===== config.mk =====
export PLATFORM = sky130hd
export DESIGN_NAME = j2000_seconds_to_calendar_core
export DESIGN_NICKNAME = d
export VERILOG_FILES = /design/src/hdl/j2sc_pkg.sv /design/src/hdl/j2sc_cdiv.sv /design/src/hdl/j2sc_cal.sv /design/src/hdl/j2000_seconds_to_calendar_core.sv
export SDC_FILE = /design/constraint.sdc
export NUM_CORES = 1
export LEC_CHECK = 0
export ABC_CLOCK_PERIOD_IN_PS = 5500
export BUFFER_PORTS_ARGS = -buffer_cell sky130_fd_sc_hd__buf_2
export CAP_MARGIN = 5
export CORE_MARGIN = 2
export CORE_UTILIZATION = 31
export DETAILED_ROUTE_END_ITERATION = 7
export HOLD_SLACK_MARGIN = 0.08
export PLACE_DENSITY = 0.51
export SYNTH_ARGS = -nofsm -noshare
export SYNTH_HDL_FRONTEND = slang
export SYNTH_SLANG_ARGS = --single-unit

===== constraint.sdc =====
create_clock -name clk -period 5.5 [get_ports clk]
set_input_delay 0.825 -clock clk [delete_from_list [all_inputs] [get_ports clk]]
set_output_delay 0.825 -clock clk [all_outputs]
set_load 0.01 [all_outputs]

===== src/hdl/j2sc_pkg.sv =====
// ----------------------------------------------------------------------------
// j2sc_pkg
// constants and helpers shared by the seconds-to-calendar pipeline
// ----------------------------------------------------------------------------
package j2sc_pkg;

  localparam int EPOCH_W    = 31;
  localparam int TOTAL_W    = 32;
  localparam int YEAR_W     = 7;
  localparam int MONTH_W    = 4;
  localparam int DAY_W      = 5;
  localparam int HOUR_W     = 5;
  localparam int MIN_W      = 6;
  localparam int SEC_W      = 6;

  localparam int HALF_DAY_SECS = 43200;

  // 86400 = 2^7 * 675: the low bits pass straight into the second of day
  localparam int DAY_LO_BITS = 7;
  localparam int DAY_DIV     = 675;
  localparam int DAYS_W      = 15;
  localparam int DAY_REM_W   = 10;
  localparam int SOD_W       = DAY_REM_W + DAY_LO_BITS;

  localparam int QUAD_DAYS   = 1461;
  localparam int QUAD_W      = 5;
  localparam int QREM_W      = 11;

  localparam int HOUR_SECS   = 3600;
  localparam int HREM_W      = 12;
  localparam int MIN_SECS    = 60;

  localparam int DOY_W       = 9;
  localparam int YQ_W        = 2;

  // first day of each year within a four-year group, the leap year first
  localparam int YEAR1_START = 366;
  localparam int YEAR2_START = 731;
  localparam int YEAR3_START = 1096;

  // day of year on which a month starts, month index from 0
  function automatic logic [DOY_W-1:0] month_start(input logic [MONTH_W-1:0] mon_idx,
                                                   input logic leap);
    logic [DOY_W-1:0] base;
    case (mon_idx)
      4'd0:    base = 9'd0;
      4'd1:    base = 9'd31;
      4'd2:    base = 9'd59;
      4'd3:    base = 9'd90;
      4'd4:    base = 9'd120;
      4'd5:    base = 9'd151;
      4'd6:    base = 9'd181;
      4'd7:    base = 9'd212;
      4'd8:    base = 9'd243;
      4'd9:    base = 9'd273;
      4'd10:   base = 9'd304;
      4'd11:   base = 9'd334;
      default: base = 9'd0;
    endcase
    if (leap && (mon_idx >= 4'd2)) begin
      base = base + 9'd1;
    end
    return base;
  endfunction

endpackage


===== src/hdl/j2sc_cdiv.sv =====
// ----------------------------------------------------------------------------
// j2sc_cdiv
// three-stage elastic divider by a constant: reciprocal multiply, remainder,
// one-step correction; a sideband rides along with each item
// ----------------------------------------------------------------------------
module j2sc_cdiv #(
  parameter int W   = 25,
  parameter int DIV = 675,
  parameter int QW  = 15,
  parameter int RW  = 10,
  parameter int SW  = 7
) (
  input  logic          clk,
  input  logic          rst_n,
  input  logic          in_valid,
  output logic          in_ready,
  input  logic [W-1:0]  in_x,
  input  logic [SW-1:0] in_side,
  output logic          out_valid,
  input  logic          out_ready,
  output logic [QW-1:0] out_q,
  output logic [RW-1:0] out_r,
  output logic [SW-1:0] out_side
);

  localparam longint unsigned M = (64'd1 << W) / DIV;
  localparam int MW  = $clog2(M + 1);
  localparam int PW  = W + MW;
  localparam int RPW = $clog2(2 * DIV);
  localparam logic [MW-1:0]  M_C     = MW'(M);
  localparam logic [W-1:0]   DIV_W   = W'(DIV);
  localparam logic [RPW-1:0] DIV_R   = RPW'(DIV);

  logic           v1_r, v2_r, v3_r;
  logic           rdy1, rdy2, rdy3;
  logic [W-1:0]   x1_r;
  logic [PW-1:0]  p1_r;
  logic [SW-1:0]  side1_r, side2_r, side3_r;
  logic [MW-1:0]  q2_r, q3_r;
  logic [RPW-1:0] r2_r, r3_r;
  logic [MW-1:0]  qe;
  logic [W-1:0]   diff;

  assign rdy3     = !v3_r || out_ready;
  assign rdy2     = !v2_r || rdy3;
  assign rdy1     = !v1_r || rdy2;
  assign in_ready = rdy1;

  assign qe   = MW'(p1_r >> W);
  assign diff = x1_r - W'(qe) * DIV_W;

  always_ff @(posedge clk) begin
    if (!rst_n) begin
      v1_r <= 1'b0;
      v2_r <= 1'b0;
      v3_r <= 1'b0;
    end else begin
      if (rdy1) v1_r <= in_valid;
      if (rdy2) v2_r <= v1_r;
      if (rdy3) v3_r <= v2_r;
    end
  end

  always_ff @(posedge clk) begin
    if (rdy1) begin
      x1_r    <= in_x;
      p1_r    <= PW'(in_x) * PW'(M_C);
      side1_r <= in_side;
    end
    if (rdy2) begin
      q2_r    <= qe;
      r2_r    <= RPW'(diff);
      side2_r <= side1_r;
    end
    if (rdy3) begin
      if (r2_r >= DIV_R) begin
        q3_r <= q2_r + MW'(1);
        r3_r <= r2_r - DIV_R;
      end else begin
        q3_r <= q2_r;
        r3_r <= r2_r;
      end
      side3_r <= side2_r;
    end
  end

  assign out_valid = v3_r;
  assign out_q     = QW'(q3_r);
  assign out_r     = RW'(r3_r);
  assign out_side  = side3_r;

  a_rem_pre: assert property (@(posedge clk) disable iff (!rst_n)
    v2_r |-> (r2_r < DIV_R) || ((r2_r - DIV_R) < DIV_R))
    else $error("quotient estimate off by more than one");

  a_rem_post: assert property (@(posedge clk) disable iff (!rst_n)
    v3_r |-> r3_r < DIV_R)
    else $error("corrected remainder out of range");

endmodule


===== src/hdl/j2sc_cal.sv =====
// ----------------------------------------------------------------------------
// j2sc_cal
// splits the day within a four-year group into year, month and day; the
// second stage is the output register
// ----------------------------------------------------------------------------
module j2sc_cal (
  input  logic                           clk,
  input  logic                           rst_n,
  input  logic                           in_valid,
  output logic                           in_ready,
  input  logic [j2sc_pkg::QUAD_W-1:0]    in_quad,
  input  logic [j2sc_pkg::QREM_W-1:0]    in_qrem,
  input  logic [j2sc_pkg::HOUR_W-1:0]    in_hour,
  input  logic [j2sc_pkg::MIN_W-1:0]     in_min,
  input  logic [j2sc_pkg::SEC_W-1:0]     in_sec,
  output logic                           out_valid,
  input  logic                           out_ready,
  output logic [j2sc_pkg::YEAR_W-1:0]    out_year,
  output logic [j2sc_pkg::MONTH_W-1:0]   out_month,
  output logic [j2sc_pkg::DAY_W-1:0]     out_day,
  output logic [j2sc_pkg::HOUR_W-1:0]    out_hour,
  output logic [j2sc_pkg::MIN_W-1:0]     out_min,
  output logic [j2sc_pkg::SEC_W-1:0]     out_sec
);

  logic                          va_r, vb_r;
  logic                          rdya, rdyb;
  logic [j2sc_pkg::YQ_W-1:0]     yq_nxt;
  logic [j2sc_pkg::QREM_W-1:0]   base;
  logic [j2sc_pkg::YEAR_W-1:0]   year_a_r;
  logic [j2sc_pkg::DOY_W-1:0]    doy_a_r;
  logic                          leap_a_r;
  logic [j2sc_pkg::HOUR_W-1:0]   hour_a_r;
  logic [j2sc_pkg::MIN_W-1:0]    min_a_r;
  logic [j2sc_pkg::SEC_W-1:0]    sec_a_r;
  logic [j2sc_pkg::MONTH_W-1:0]  mon_idx;
  logic [j2sc_pkg::DOY_W-1:0]    day_full;
  logic [j2sc_pkg::YEAR_W-1:0]   year_r;
  logic [j2sc_pkg::MONTH_W-1:0]  month_r;
  logic [j2sc_pkg::DAY_W-1:0]    day_r;
  logic [j2sc_pkg::HOUR_W-1:0]   hour_r;
  logic [j2sc_pkg::MIN_W-1:0]    min_r;
  logic [j2sc_pkg::SEC_W-1:0]    sec_r;

  assign rdyb     = !vb_r || out_ready;
  assign rdya     = !va_r || rdyb;
  assign in_ready = rdya;

  // year within the group
  always_comb begin
    if (in_qrem < j2sc_pkg::QREM_W'(j2sc_pkg::YEAR1_START)) begin
      yq_nxt = 2'd0;
      base   = '0;
    end else if (in_qrem < j2sc_pkg::QREM_W'(j2sc_pkg::YEAR2_START)) begin
      yq_nxt = 2'd1;
      base   = j2sc_pkg::QREM_W'(j2sc_pkg::YEAR1_START);
    end else if (in_qrem < j2sc_pkg::QREM_W'(j2sc_pkg::YEAR3_START)) begin
      yq_nxt = 2'd2;
      base   = j2sc_pkg::QREM_W'(j2sc_pkg::YEAR2_START);
    end else begin
      yq_nxt = 2'd3;
      base   = j2sc_pkg::QREM_W'(j2sc_pkg::YEAR3_START);
    end
  end

  // month search over the start table
  always_comb begin
    mon_idx = '0;
    for (int i = 1; i < 12; i++) begin
      if (doy_a_r >= j2sc_pkg::month_start(j2sc_pkg::MONTH_W'(i), leap_a_r)) begin
        mon_idx = j2sc_pkg::MONTH_W'(i);
      end
    end
    day_full = doy_a_r - j2sc_pkg::month_start(mon_idx, leap_a_r) + 9'd1;
  end

  always_ff @(posedge clk) begin
    if (!rst_n) begin
      va_r <= 1'b0;
      vb_r <= 1'b0;
    end else begin
      if (rdya) va_r <= in_valid;
      if (rdyb) vb_r <= va_r;
    end
  end

  always_ff @(posedge clk) begin
    if (rdya) begin
      year_a_r <= {in_quad, yq_nxt};
      doy_a_r  <= j2sc_pkg::DOY_W'(in_qrem - base);
      leap_a_r <= (yq_nxt == 2'd0);
      hour_a_r <= in_hour;
      min_a_r  <= in_min;
      sec_a_r  <= in_sec;
    end
    if (rdyb) begin
      year_r  <= year_a_r;
      month_r <= mon_idx + j2sc_pkg::MONTH_W'(1);
      day_r   <= j2sc_pkg::DAY_W'(day_full);
      hour_r  <= hour_a_r;
      min_r   <= min_a_r;
      sec_r   <= sec_a_r;
    end
  end

  assign out_valid = vb_r;
  assign out_year  = year_r;
  assign out_month = month_r;
  assign out_day   = day_r;
  assign out_hour  = hour_r;
  assign out_min   = min_r;
  assign out_sec   = sec_r;

  a_doy: assert property (@(posedge clk) disable iff (!rst_n)
    va_r |-> (doy_a_r < 9'd365) || (leap_a_r && (doy_a_r == 9'd365)))
    else $error("day of year out of range");

  a_date: assert property (@(posedge clk) disable iff (!rst_n)
    vb_r |-> (month_r >= 4'd1) && (month_r <= 4'd12) && (day_r >= 5'd1))
    else $error("month or day out of range");

endmodule


===== src/hdl/j2000_seconds_to_calendar_core.sv =====
// ----------------------------------------------------------------------------
// j2000_seconds_to_calendar_core
// seconds since 2000-01-01 12:00:00 to calendar date and time of day
// ----------------------------------------------------------------------------
// pipeline: an input register, four three-stage constant dividers and two
//   calendar stages
// throughput: one item per cycle while out_ready is high; every stage has its own
//   valid and stalls only when the stage ahead of it is full
// reset: synchronous active-low rst_n clears all valid bits; payload is kept
// ----------------------------------------------------------------------------
module j2000_seconds_to_calendar_core (
  input  logic                             clk,
  input  logic                             rst_n,
  input  logic                             in_valid,
  output logic                             in_ready,
  input  logic [j2sc_pkg::EPOCH_W-1:0]     in_epoch_seconds,
  output logic                             out_valid,
  input  logic                             out_ready,
  output logic [j2sc_pkg::YEAR_W-1:0]      out_year_offset,
  output logic [j2sc_pkg::MONTH_W-1:0]     out_month_number,
  output logic [j2sc_pkg::DAY_W-1:0]       out_day_of_month,
  output logic [j2sc_pkg::HOUR_W-1:0]      out_hour_of_day,
  output logic [j2sc_pkg::MIN_W-1:0]       out_minute_of_hour,
  output logic [j2sc_pkg::SEC_W-1:0]       out_second_of_minute
);

  localparam int DAYX_W = j2sc_pkg::TOTAL_W - j2sc_pkg::DAY_LO_BITS;
  localparam int HSIDE_W = j2sc_pkg::QUAD_W + j2sc_pkg::QREM_W;
  localparam int MSIDE_W = HSIDE_W + j2sc_pkg::HOUR_W;

  logic                             v0_r, rdy0;
  logic [j2sc_pkg::TOTAL_W-1:0]     total_r;

  logic                             day_v, day_rdy, day_in_rdy;
  logic [j2sc_pkg::DAYS_W-1:0]      day_q;
  logic [j2sc_pkg::DAY_REM_W-1:0]   day_rem;
  logic [j2sc_pkg::DAY_LO_BITS-1:0] day_lo;

  logic                             qd_v, qd_rdy;
  logic [j2sc_pkg::QUAD_W-1:0]      qd_q;
  logic [j2sc_pkg::QREM_W-1:0]      qd_rem;
  logic [j2sc_pkg::SOD_W-1:0]       qd_sod;

  logic                             hr_v, hr_rdy;
  logic [j2sc_pkg::HOUR_W-1:0]      hr_q;
  logic [j2sc_pkg::HREM_W-1:0]      hr_rem;
  logic [HSIDE_W-1:0]               hr_side;

  logic                             mn_v, mn_rdy;
  logic [j2sc_pkg::MIN_W-1:0]       mn_q;
  logic [j2sc_pkg::SEC_W-1:0]       mn_rem;
  logic [MSIDE_W-1:0]               mn_side;

  assign rdy0     = !v0_r || day_in_rdy;
  assign in_ready = rdy0;

  always_ff @(posedge clk) begin
    if (!rst_n) begin
      v0_r <= 1'b0;
    end else if (rdy0) begin
      v0_r <= in_valid;
    end
  end

  always_ff @(posedge clk) begin
    if (rdy0) begin
      total_r <= j2sc_pkg::TOTAL_W'(in_epoch_seconds)
               + j2sc_pkg::TOTAL_W'(j2sc_pkg::HALF_DAY_SECS);
    end
  end

  // day count and second of day
  j2sc_cdiv #(
    .W(DAYX_W), .DIV(j2sc_pkg::DAY_DIV), .QW(j2sc_pkg::DAYS_W),
    .RW(j2sc_pkg::DAY_REM_W), .SW(j2sc_pkg::DAY_LO_BITS)
  ) u_day (
    .clk(clk), .rst_n(rst_n),
    .in_valid(v0_r), .in_ready(day_in_rdy),
    .in_x(total_r[j2sc_pkg::TOTAL_W-1:j2sc_pkg::DAY_LO_BITS]),
    .in_side(total_r[j2sc_pkg::DAY_LO_BITS-1:0]),
    .out_valid(day_v), .out_ready(day_rdy),
    .out_q(day_q), .out_r(day_rem), .out_side(day_lo)
  );

  // four-year groups since 2000
  j2sc_cdiv #(
    .W(j2sc_pkg::DAYS_W), .DIV(j2sc_pkg::QUAD_DAYS), .QW(j2sc_pkg::QUAD_W),
    .RW(j2sc_pkg::QREM_W), .SW(j2sc_pkg::SOD_W)
  ) u_quad (
    .clk(clk), .rst_n(rst_n),
    .in_valid(day_v), .in_ready(day_rdy),
    .in_x(day_q), .in_side({day_rem, day_lo}),
    .out_valid(qd_v), .out_ready(qd_rdy),
    .out_q(qd_q), .out_r(qd_rem), .out_side(qd_sod)
  );

  j2sc_cdiv #(
    .W(j2sc_pkg::SOD_W), .DIV(j2sc_pkg::HOUR_SECS), .QW(j2sc_pkg::HOUR_W),
    .RW(j2sc_pkg::HREM_W), .SW(HSIDE_W)
  ) u_hour (
    .clk(clk), .rst_n(rst_n),
    .in_valid(qd_v), .in_ready(qd_rdy),
    .in_x(qd_sod), .in_side({qd_q, qd_rem}),
    .out_valid(hr_v), .out_ready(hr_rdy),
    .out_q(hr_q), .out_r(hr_rem), .out_side(hr_side)
  );

  j2sc_cdiv #(
    .W(j2sc_pkg::HREM_W), .DIV(j2sc_pkg::MIN_SECS), .QW(j2sc_pkg::MIN_W),
    .RW(j2sc_pkg::SEC_W), .SW(MSIDE_W)
  ) u_min (
    .clk(clk), .rst_n(rst_n),
    .in_valid(hr_v), .in_ready(hr_rdy),
    .in_x(hr_rem), .in_side({hr_side, hr_q}),
    .out_valid(mn_v), .out_ready(mn_rdy),
    .out_q(mn_q), .out_r(mn_rem), .out_side(mn_side)
  );

  j2sc_cal u_cal (
    .clk(clk), .rst_n(rst_n),
    .in_valid(mn_v), .in_ready(mn_rdy),
    .in_quad(mn_side[MSIDE_W-1:MSIDE_W-j2sc_pkg::QUAD_W]),
    .in_qrem(mn_side[j2sc_pkg::QREM_W+j2sc_pkg::HOUR_W-1:j2sc_pkg::HOUR_W]),
    .in_hour(mn_side[j2sc_pkg::HOUR_W-1:0]),
    .in_min(mn_q), .in_sec(mn_rem),
    .out_valid(out_valid), .out_ready(out_ready),
    .out_year(out_year_offset), .out_month(out_month_number),
    .out_day(out_day_of_month), .out_hour(out_hour_of_day),
    .out_min(out_minute_of_hour), .out_sec(out_second_of_minute)
  );

endmodule

==> flow_metrics.tcl, run 1 <==
set metrics [dict create \
    outcome "complete, no violations" \
    synth_edf_count 501 \
    antenna_found_initial 0 \
    cp_cell_sequence "inv_1, fa_1, inv_1, ha_1, ha_1, ha_1, inv_1, fa_1, inv_1, fa_1, ha_1, a21oi_2, nor2_1, o311ai_4, o211a_4, a31oi_4, o31a_1, or4b_1, o311ai_1" \
    synth_area_leaders "edfxtp_1 52%, ha_1 16%, fa_1 10%" \
    async_flop_share_pct 0 \
    max_cap_viol_count 0 \
    period_needed_ns 5.337 \
    worstMarginPinSlew_ns 0.8296 \
    syn_inst 2160 \
    cts_made_buffers 56 \
    syn_nets 2713 \
    synth.top_cell.area_share_pct 51.56 \
    vias_per_cell 4.307 \
    layout-drive-gt1-share_pct 11.87 \
    synthSimpleGateAreaFrac_pct 5.133 \
    start_util_pct 31.26 \
    grt_pass1_vias 16750 \
    coreArea_sq_um 93330 \
    hold_class "in2reg" \
    finalNetCount 2900 \
    clk_pin_slew_ns 0.06 \
    firstDrtPassIters 5 \
    rows 112 \
    drt_iter0_drc 496 \
    dp_hpwl_mm 38.28 \
    path_max_fanout 5 \
    hold_viol 0 \
    crit_path_start_kind "register" \
    seq_area_frac_synth_pct 52.59 \
    synth_compound_area_share_pct 5.901 \
    finClkSkew_ns 0.02880 \
    vias 15700 \
    ios 70 \
    grt_max_degree 36 \
    globalRouteOverflowTotal 0 \
    tritoncts "yes" \
    slowest_stage "fa_1" \
    rsz0062_at_grt "yes" \
    synth_area_leader_cell "edfxtp_1" \
    area_growth_pct 15.26 \
    cts_root_buf "clkbuf_16" \
    cts_max_path_buffers 3 \
    n_antenna_cell 0 \
    synth_flop_cell "edfxtp_1" \
    min_period_over_period_pct 97.03 \
    critPathRequiredTime_ns 5.92 \
    synth_mux_area_share_pct 0.3045 \
    die-area_sq_um 96590 \
    fin_util_pct 36.03 \
    clock_sinks 516 \
    htreeDepth 2 \
    drc 0 \
    path_class "reg2reg" \
    fp.dieH_um 310.8 \
    relSlewSlack_pct 44.50 \
    crit_path_end_kind "register" \
    crit_arrival_ns 5.76 \
    max_freq_ghz 0.1874 \
    gp_congestion 0.7970 \
    synth-xor-area-share_pct 4.833 \
    routed_wl_mm 48.49 \
    slew_viol_final 0 \
    ant_nets 0 \
    max_stage_delay_ns 0.54 \
    portBuffers 69 \
    cts.hold.buffers_added 0 \
    die_w_um 310.8 \
    yosysWarnings 0 \
    yosys.cell_types.count 72 \
    synth_area_sq_um 29180 \
    ys_ff_latch 516 \
    grt_usage_pct 10.24 \
    grt_pass1_wl_mm 82.28 \
    wl_per_cell_um 13.30 \
    synthAdderAreaFrac_pct 25.97 \
    clock_latency_ns 0.63 \
    setup_viol 0 \
    syn_area_per_cell_sq_um 13.51 \
    synth_top_family_by_area "adder cells" \
]
-- layout make-up --
type | instances | area [sq um]
Clock buffer | 69 | 1460
Clock inverter | 34 | 369.1
Fill cell | 9051 | 59700
Inverter | 395 | 1493
Multi-Input combinational cell | 1235 | 12480
Sequential cell | 516 | 15340
Tap cell | 1254 | 1569
Timing Repair Buffer | 143 | 912.1
-- routing by layer --
metal | vias to the layer above | track usage [%] | wire length (um)
met5 | - | 0 | 0
met1 | 7552 | 11.76 | 20320
met4 | 0 | 2.800 | 903
met2 | 184 | 19.38 | 25660
li1 | 7901 | - | -
met3 | 65 | 1.786 | 1597
-- sequential cells by signal, indices dropped and copies added (netlist names), 9 cells and up --
register and cells:
total_r 32, u_cal.doy_a_r 9, u_day.p1_r 15, u_day.q2_r 15, u_day.q3_r 15, u_day.r2_r 11
u_day.r3_r 10, u_day.x1_r 11, u_hour.out_side 16, u_hour.r2_r 13, u_hour.r3_r 12, u_hour.side1_r 16
u_hour.side2_r 16, u_hour.x1_r 13, u_min.out_side 21, u_min.side1_r 21, u_min.side2_r 21, u_quad.out_side 17
u_quad.r2_r 12, u_quad.r3_r 11, u_quad.side1_r 17, u_quad.side2_r 17, u_quad.x1_r 12
-- timing repair --
| item | 4_1_cts | 5_1_grt |
|---|---|---|
| buffers inserted | 2 | 23 |
| pin swaps | 0 | 32 |
| endpoints found under the setup margin | 3 | 11 |
| gates resized for setup | 3 | 37 |
-- kinds of logic (layout without fill, tap and decap cells) --
logic type               Yosys count  after routing
buffers and inverters            409            641
AO/OA/AOI/OAI                    244            244
AND/OR/NAND/NOR                  304            304
XOR/XNOR                         161            161
adder cells (fa/ha/maj)          518            518
multiplexers                       8              8
flip-flops                       516            516
-- worst max-delay path: cells and delay by family, from the launching register on --
family | cells | cell delay (ns)
adders and majority gates | 7 | 2.73
and+or+nand+nor | 2 | 0.55
DFF | 1 | 0.46
AOI/OAI and AO/OA | 6 | 1.12
buffers and inverters | 4 | 0.28
-- worst paths after layout --
path	startpoint	end	cells after the start	slack [ns]
setup reg to reg	total_r[17]	u_day.p1_r[32]	19	0.16
setup / recovery	total_r[17]	u_day.p1_r[32]	19	0.16
hold / removal	in_epoch_seconds[4]	total_r[4]	1	0.38
hold reg to reg	u_min.r3_r[0]	u_cal.sec_a_r[0]	0	0.40
-- stage by stage --
stage                     hold slack (ns)  cells  setup slack (ns)  setup TNS, ns  area [sq um]
after floorplan                    0.4003   2160            0.2245              0         29180
after global placement             0.4004   3518           0.02892              0         31410
after detailed placement           0.4045   3518          -0.04110       -0.04110         31410
after CTS                          0.3247   3623           0.01822              0         33260
after global routing               0.3307   3646          -0.05574        -0.1331         33630
final                              0.3758   3646            0.1633              0         33630
-- cells in the final DEF, fill, tap and decap left out, types with 18 or more instances in the layout --
master | netlist | layout
nand2_1 | 78 | 76
xnor2_1 | 124 | 124
o21ai_0 | 51 | 49
buf_2 | 1 | 69
nand4_1 | 18 | 18
buf_4 | 0 | 71
xor2_1 | 37 | 37
nand3_1 | 26 | 24
fa_1 | 146 | 145
ha_1 | 372 | 363
nor2_1 | 72 | 71
edfxtp_1 | 501 | 501
a21o_1 | 23 | 23
nor2b_1 | 18 | 18
inv_1 | 395 | 385
a21oi_1 | 56 | 53
nand2b_1 | 22 | 22
clkbuf_16 | 0 | 56
nor3_1 | 22 | 22
o21a_1 | 25 | 25
-- synth_stat cells, types with 23 or more instances --
cell type,instances
a21oi_1,56
xor2_1,37
edfxtp_1,501
fa_1,146
o21a_1,25
o21ai_0,51
ha_1,372
nand3_1,26
inv_1,395
nor2_1,72
a21o_1,23
xnor2_1,124
nand2_1,78
Power of run 1 is left out: the tool's default activity adds up to more than one toggle a clock period on the data nets, which glitch-free logic cannot reach.
==> run 2, diff against run 1 <==
ABC_CLOCK_PERIOD_IN_PS = 6700   (was 5500)
PLACE_DENSITY = 0.49   (was 0.51)
clock period = 6.7 ns   (was 5.5 ns; I/O delays follow)
==> run 2 against run 1 <==
Net effect: clock skew increased by 0.011 ns; sequential share of layout area rose by 0.67 points; die area did not move; sequential cell count stayed put; global-route usage about the same; critical path depth is the same; hold slack improved by 0.022 ns; utilization fell by 0.52 points; design area is 1.4% lower; clock-buffer cell count is 4 lower; worst setup slack better by 0.85 ns; critical path type unchanged; critical endpoint unchanged; largest cell class unchanged; highest routed layer unchanged.
==> flow_metrics.tcl, run 2 (synthesized netlist as in run 1, its figures left out) <==
set metrics [dict create \
    worstMarginPinSlew_ns 0.6496 \
    finalNetCount 2845 \
    rows 112 \
    start_util_pct 31.26 \
    crit_path_end_kind "register" \
    finClkSkew_ns 0.03977 \
    die-area_sq_um 96590 \
    cts.hold.buffers_added 0 \
    finalSetupTns_ns 0 \
    ant_nets 0 \
    path_max_fanout 5 \
    portBuffers 69 \
    outcome "complete, no violations" \
    vias 15420 \
    grt_usage_pct 10.25 \
    fp.dieH_um 310.8 \
    finalInstanceArea_sq_um 33140 \
    relSlewSlack_pct 56.59 \
    firstDrtPassIters 5 \
    crit_path_start_kind "register" \
    top_register "total_r" \
    gp_congestion 0.8214 \
    vias_per_cell 4.288 \
    clk_pin_slew_ns 0.06 \
    reg2reg_from "total_r[19]" \
    htreeDepth 2 \
    drt_iter0_drc 672 \
    area_growth_pct 13.59 \
    postCtsSetupRepairBufs 0 \
    post_cts_resize_count 0 \
    crit_arrival_ns 6.10 \
    ios 70 \
    place_area_sq_um 31160 \
    routed_wl_mm 48.31 \
    min_period_over_period_pct 84.84 \
    hold_class "reg2reg" \
    coreArea_sq_um 93330 \
    dp_hpwl_mm 38.35 \
    hold_viol 0 \
    largest_register_ffs 32 \
    setup_viol 0 \
    clock_latency_ns 0.63 \
    r2r_setup_slack_ns 1.02 \
    drc 0 \
    crit_start "total_r[19]" \
    critPathRequiredTime_ns 7.11 \
    grt_pass1_vias 16680 \
    period_needed_ns 5.684 \
    layout_common_cells "501 x edfxtp_1, 395 x inv_1, 372 x ha_1" \
    max_cap_viol_count 0 \
    tritoncts "yes" \
    globalRouteOverflowTotal 0 \
    rsz0062_at_grt "no" \
    reg2reg_to "u_day.p1_r[32]" \
    slew_viol_final 0 \
    path_class "reg2reg" \
    max_freq_ghz 0.1759 \
    cts_made_buffers 59 \
    n_antenna_cell 0 \
    antenna_found_initial 0 \
    critPathCapture "u_day.p1_r[32]" \
    final_common_cell "edfxtp_1" \
    grt_pass1_wl_mm 81.59 \
    layout-drive-gt1-share_pct 8.796 \
    cts_root_buf "clkbuf_16" \
    r2r_cells 19 \
    grt_max_degree 35 \
    wl_per_cell_um 13.43 \
    cts_max_path_buffers 3 \
    clock_sinks 516 \
    die_w_um 310.8 \
]
==> run 2: cell types whose count changed in the layout (fill, tap and decap cells not counted), sizes merged <==
cell / previous run / this run
buf: 143 / 85
bufinv: 6 / 7
clkbuf: 69 / 65
clkinv: 22 / 30
clkinvlp: 5 / 4
inv: 396 / 400
==> run 2: metrics by stage <==
step	utilization, %	cells	hold slack [ns]	worst slack [ns]
2_1_floorplan	-	2160	0.4003	1.424
3_3_place_gp	33.39	3485	0.4003	1.057
3_5_place_dp	33.39	3485	0.4045	0.9988
4_1_cts	35.51	3596	0.3918	0.9614
5_1_grt	35.51	3596	0.4014	0.7190
6_report	35.51	3596	0.3976	1.016
==> run 2: cell type report <==
| type | count | area [sq um] |
|---|---|---|
| Sequential cell | 516 | 15340 |
| Inverter | 395 | 1483 |
| Multi-Input combinational cell | 1235 | 12300 |
| Timing Repair Buffer | 85 | 465.4 |
| Fill cell | 9089 | 60190 |
| Clock buffer | 65 | 1499 |
| Tap cell | 1254 | 1569 |
| Clock inverter | 46 | 481.7 |
==> run 2: worst min path at each step <==
stage	from	endpoint	slack, ns	cells past startpoint
floorplan	u_min.out_side[0]	u_cal.hour_a_r[0]	0.40	0
global placement	u_quad.side2_r[12]	u_quad.out_side[12]	0.40	0
detailed placement	u_cal.hour_a_r[2]	u_cal.out_hour[2]	0.40	0
CTS	u_quad.side2_r[10]	u_quad.out_side[10]	0.39	0
global route	u_quad.side2_r[10]	u_quad.out_side[10]	0.40	0
finish	u_quad.side2_r[10]	u_quad.out_side[10]	0.40	0
==> run 2: routing by layer <==
| metal | track usage [%] | vias up | wire (um) |
|---|---|---|---|
| met5 | 0 | - | 0 |
| met4 | 3.129 | 0 | 1225 |
| met3 | 1.773 | 74 | 1485 |
| met2 | 19.11 | 176 | 24710 |
| met1 | 11.89 | 7389 | 20890 |
| li1 | - | 7780 | - |
==> run 2: critical path, stage by stage (launching register included) <==
cell      delay [ns]
edfxtp_1        0.44
inv_1           0.18
fa_1            0.58
inv_1           0.04
ha_1            0.29
ha_1            0.32
inv_1           0.07
fa_1            0.43
fa_1            0.54
inv_1           0.05
fa_1            0.41
ha_1            0.33
a21oi_1         0.20
a21oi_1         0.13
o311ai_4        0.27
o211a_4         0.23
a31oi_4         0.11
o31a_1          0.29
or4b_1          0.47
o311ai_1        0.10
Power of run 2 is left out for the same reason.
==> run 3, diff against run 2 <==
ABC_CLOCK_PERIOD_IN_PS = 5700   (was 6700)
clock period = 5.7 ns   (was 6.7 ns; I/O delays follow)
==> run 3 against run 2 <==
Net effect: worst setup slack got worse by 0.80 ns; die area unchanged; critical path depth shrank 2; cell count rose by 0.47%; fmax grew 3.6%; first-iteration DRC count shrank 10%; non-clock buffer count is 22 higher; wire length increased by 0.91%; hold slack worse by 0.011 ns; register-to-register slack got worse by 0.80 ns; critical path type unchanged; critical endpoint unchanged.
==> flow_metrics.tcl, run 3 (synthesized netlist as in run 1, its figures left out) <==
set metrics [dict create \
    outcome "complete, no violations" \
    nFillCells 9075 \
    coreArea_sq_um 93330 \
    grt_pass1_wl_mm 81.96 \
    globalRouteOverflowTotal 0 \
    whs_path_depth 0 \
    worstMarginPinSlew_ns 0.7336 \
    grt_usage_pct 10.25 \
    crit_path_end_kind "register" \
    reg2reg_to "u_day.p1_r[32]" \
    hold_viol 0 \
    die_w_um 310.8 \
    final_common_cell "edfxtp_1" \
    finalInstanceArea_sq_um 33270 \
    ios 70 \
    critPathRequiredTime_ns 6.11 \
    die-area_sq_um 96590 \
    ant_nets 0 \
    path_class "reg2reg" \
    r2r_cells 17 \
    drt_iter0_drc 605 \
    htreeDepth 2 \
    cts_root_buf "clkbuf_16" \
    path_max_fanout 5 \
    layout_common_cells "501 x edfxtp_1, 384 x inv_1, 370 x ha_1" \
    grt_max_degree 35 \
    rows 112 \
    vias_per_cell 4.316 \
    min-delay-start "u_quad.side2_r[12]" \
    tritoncts "yes" \
    crit_path_start_kind "register" \
    antenna_found_initial 0 \
    start_util_pct 31.26 \
    cts_made_buffers 58 \
    crit_arrival_ns 5.90 \
    largest_register_ffs 32 \
    max_freq_ghz 0.1822 \
    clock_sinks 516 \
    reg2reg_from "total_r[11]" \
    slew_viol_final 0 \
    n_antenna_cell 0 \
    fin_util_pct 35.65 \
    min_period_over_period_pct 96.29 \
    fp.dieH_um 310.8 \
    grt_pass1_vias 16640 \
    clk_pin_slew_ns 0.06 \
    cts_max_path_buffers 3 \
    clock_latency_ns 0.64 \
    period_needed_ns 5.489 \
    drc 0 \
    portBuffers 69 \
    routed_wl_mm 48.75 \
    relSlewSlack_pct 50.97 \
    hold_end "u_quad.out_side[12]" \
    wl_per_cell_um 13.49 \
    finalNetCount 2866 \
    gp_congestion 0.7975 \
    vias 15590 \
    setup_viol 0 \
    layout-drive-gt1-share_pct 10.17 \
    dp_hpwl_mm 38.80 \
    max_cap_viol_count 0 \
    firstDrtPassIters 4 \
    area_growth_pct 14.02 \
    hold_class "reg2reg" \
    r2r_setup_slack_ns 0.21 \
    top_register "total_r" \
    finClkSkew_ns 0.04957 \
    place_area_sq_um 31300 \
]
==> run 3: cell types whose count changed in the layout (fill, tap and decap cells not counted), moves of 3 or more <==
| cell | before | now |
|---|---|---|
| a21oi_1 | 56 | 53 |
| buf_4 | 16 | 38 |
| clkbuf_1 | 6 | 9 |
| inv_1 | 395 | 384 |
| inv_2 | 0 | 11 |
| inv_6 | 5 | 2 |
==> run 3: metal layers <==
layer	GRT usage, %	share of wire, %
met2	19.13	52
met1	11.81	42
met5	0	0
met3	1.746	3.2
met4	3.349	2.6
==> run 3: through the flow <==
step	cells	hold slack [ns]	setup slack, ns	setup TNS [ns]
2_1_floorplan	2160	0.4003	0.4245	0
3_3_place_gp	3503	0.4009	0.08593	0
3_5_place_dp	3503	0.4045	0.04665	0
4_1_cts	3609	0.3742	0.01489	0
5_1_grt	3613	0.3740	-0.03211	-0.05591
6_report	3613	0.3861	0.2113	0
==> run 3: timing repair <==
item,CTS,global route
setup buffers,0,4
gates resized for setup,0,25
endpoints found under the setup margin,0,7
hold buffers,0,0
==> run 3: final cells by class <==
type / instances / area, sq um / area share [%]
clock buffer: 67 / 1485 / 4.464
clock inverter: 39 / 397.9 / 1.196
inverter: 395 / 1483 / 4.457
multi-input combinational: 1235 / 12360 / 37.15
sequential: 516 / 15340 / 46.12
tap: 1254 / 1569 / 4.716
timing repair buffer: 107 / 630.6 / 1.896
==> run 3: worst max-delay path by stage <==
stage           startpoint        endpoint  cells past startpoint
4_1_cts        total_r[13]  u_day.p1_r[39]                     17
3_5_place_dp   total_r[25]  u_day.p1_r[38]                     17
3_3_place_gp   total_r[10]  u_day.p1_r[39]                     17
6_report       total_r[11]  u_day.p1_r[32]                     17
2_1_floorplan  total_r[20]  u_day.p1_r[32]                     17
5_1_grt        total_r[13]  u_day.p1_r[36]                     17
==> run 3: critical path, cell delays in order, from the launching register on <==
cell and delay (ns):
edfxtp_1 0.44, ha_1 0.32, ha_1 0.28, inv_1 0.05
fa_1 0.52, inv_1 0.07, fa_1 0.51, fa_1 0.52
fa_1 0.49, ha_1 0.34, a211oi_2 0.25, nor2_1 0.12
o21ai_1 0.19, o211a_4 0.22, a31oi_4 0.11, o31a_1 0.29
or4b_1 0.47, o311ai_1 0.10
Power of run 3 is left out for the same reason.
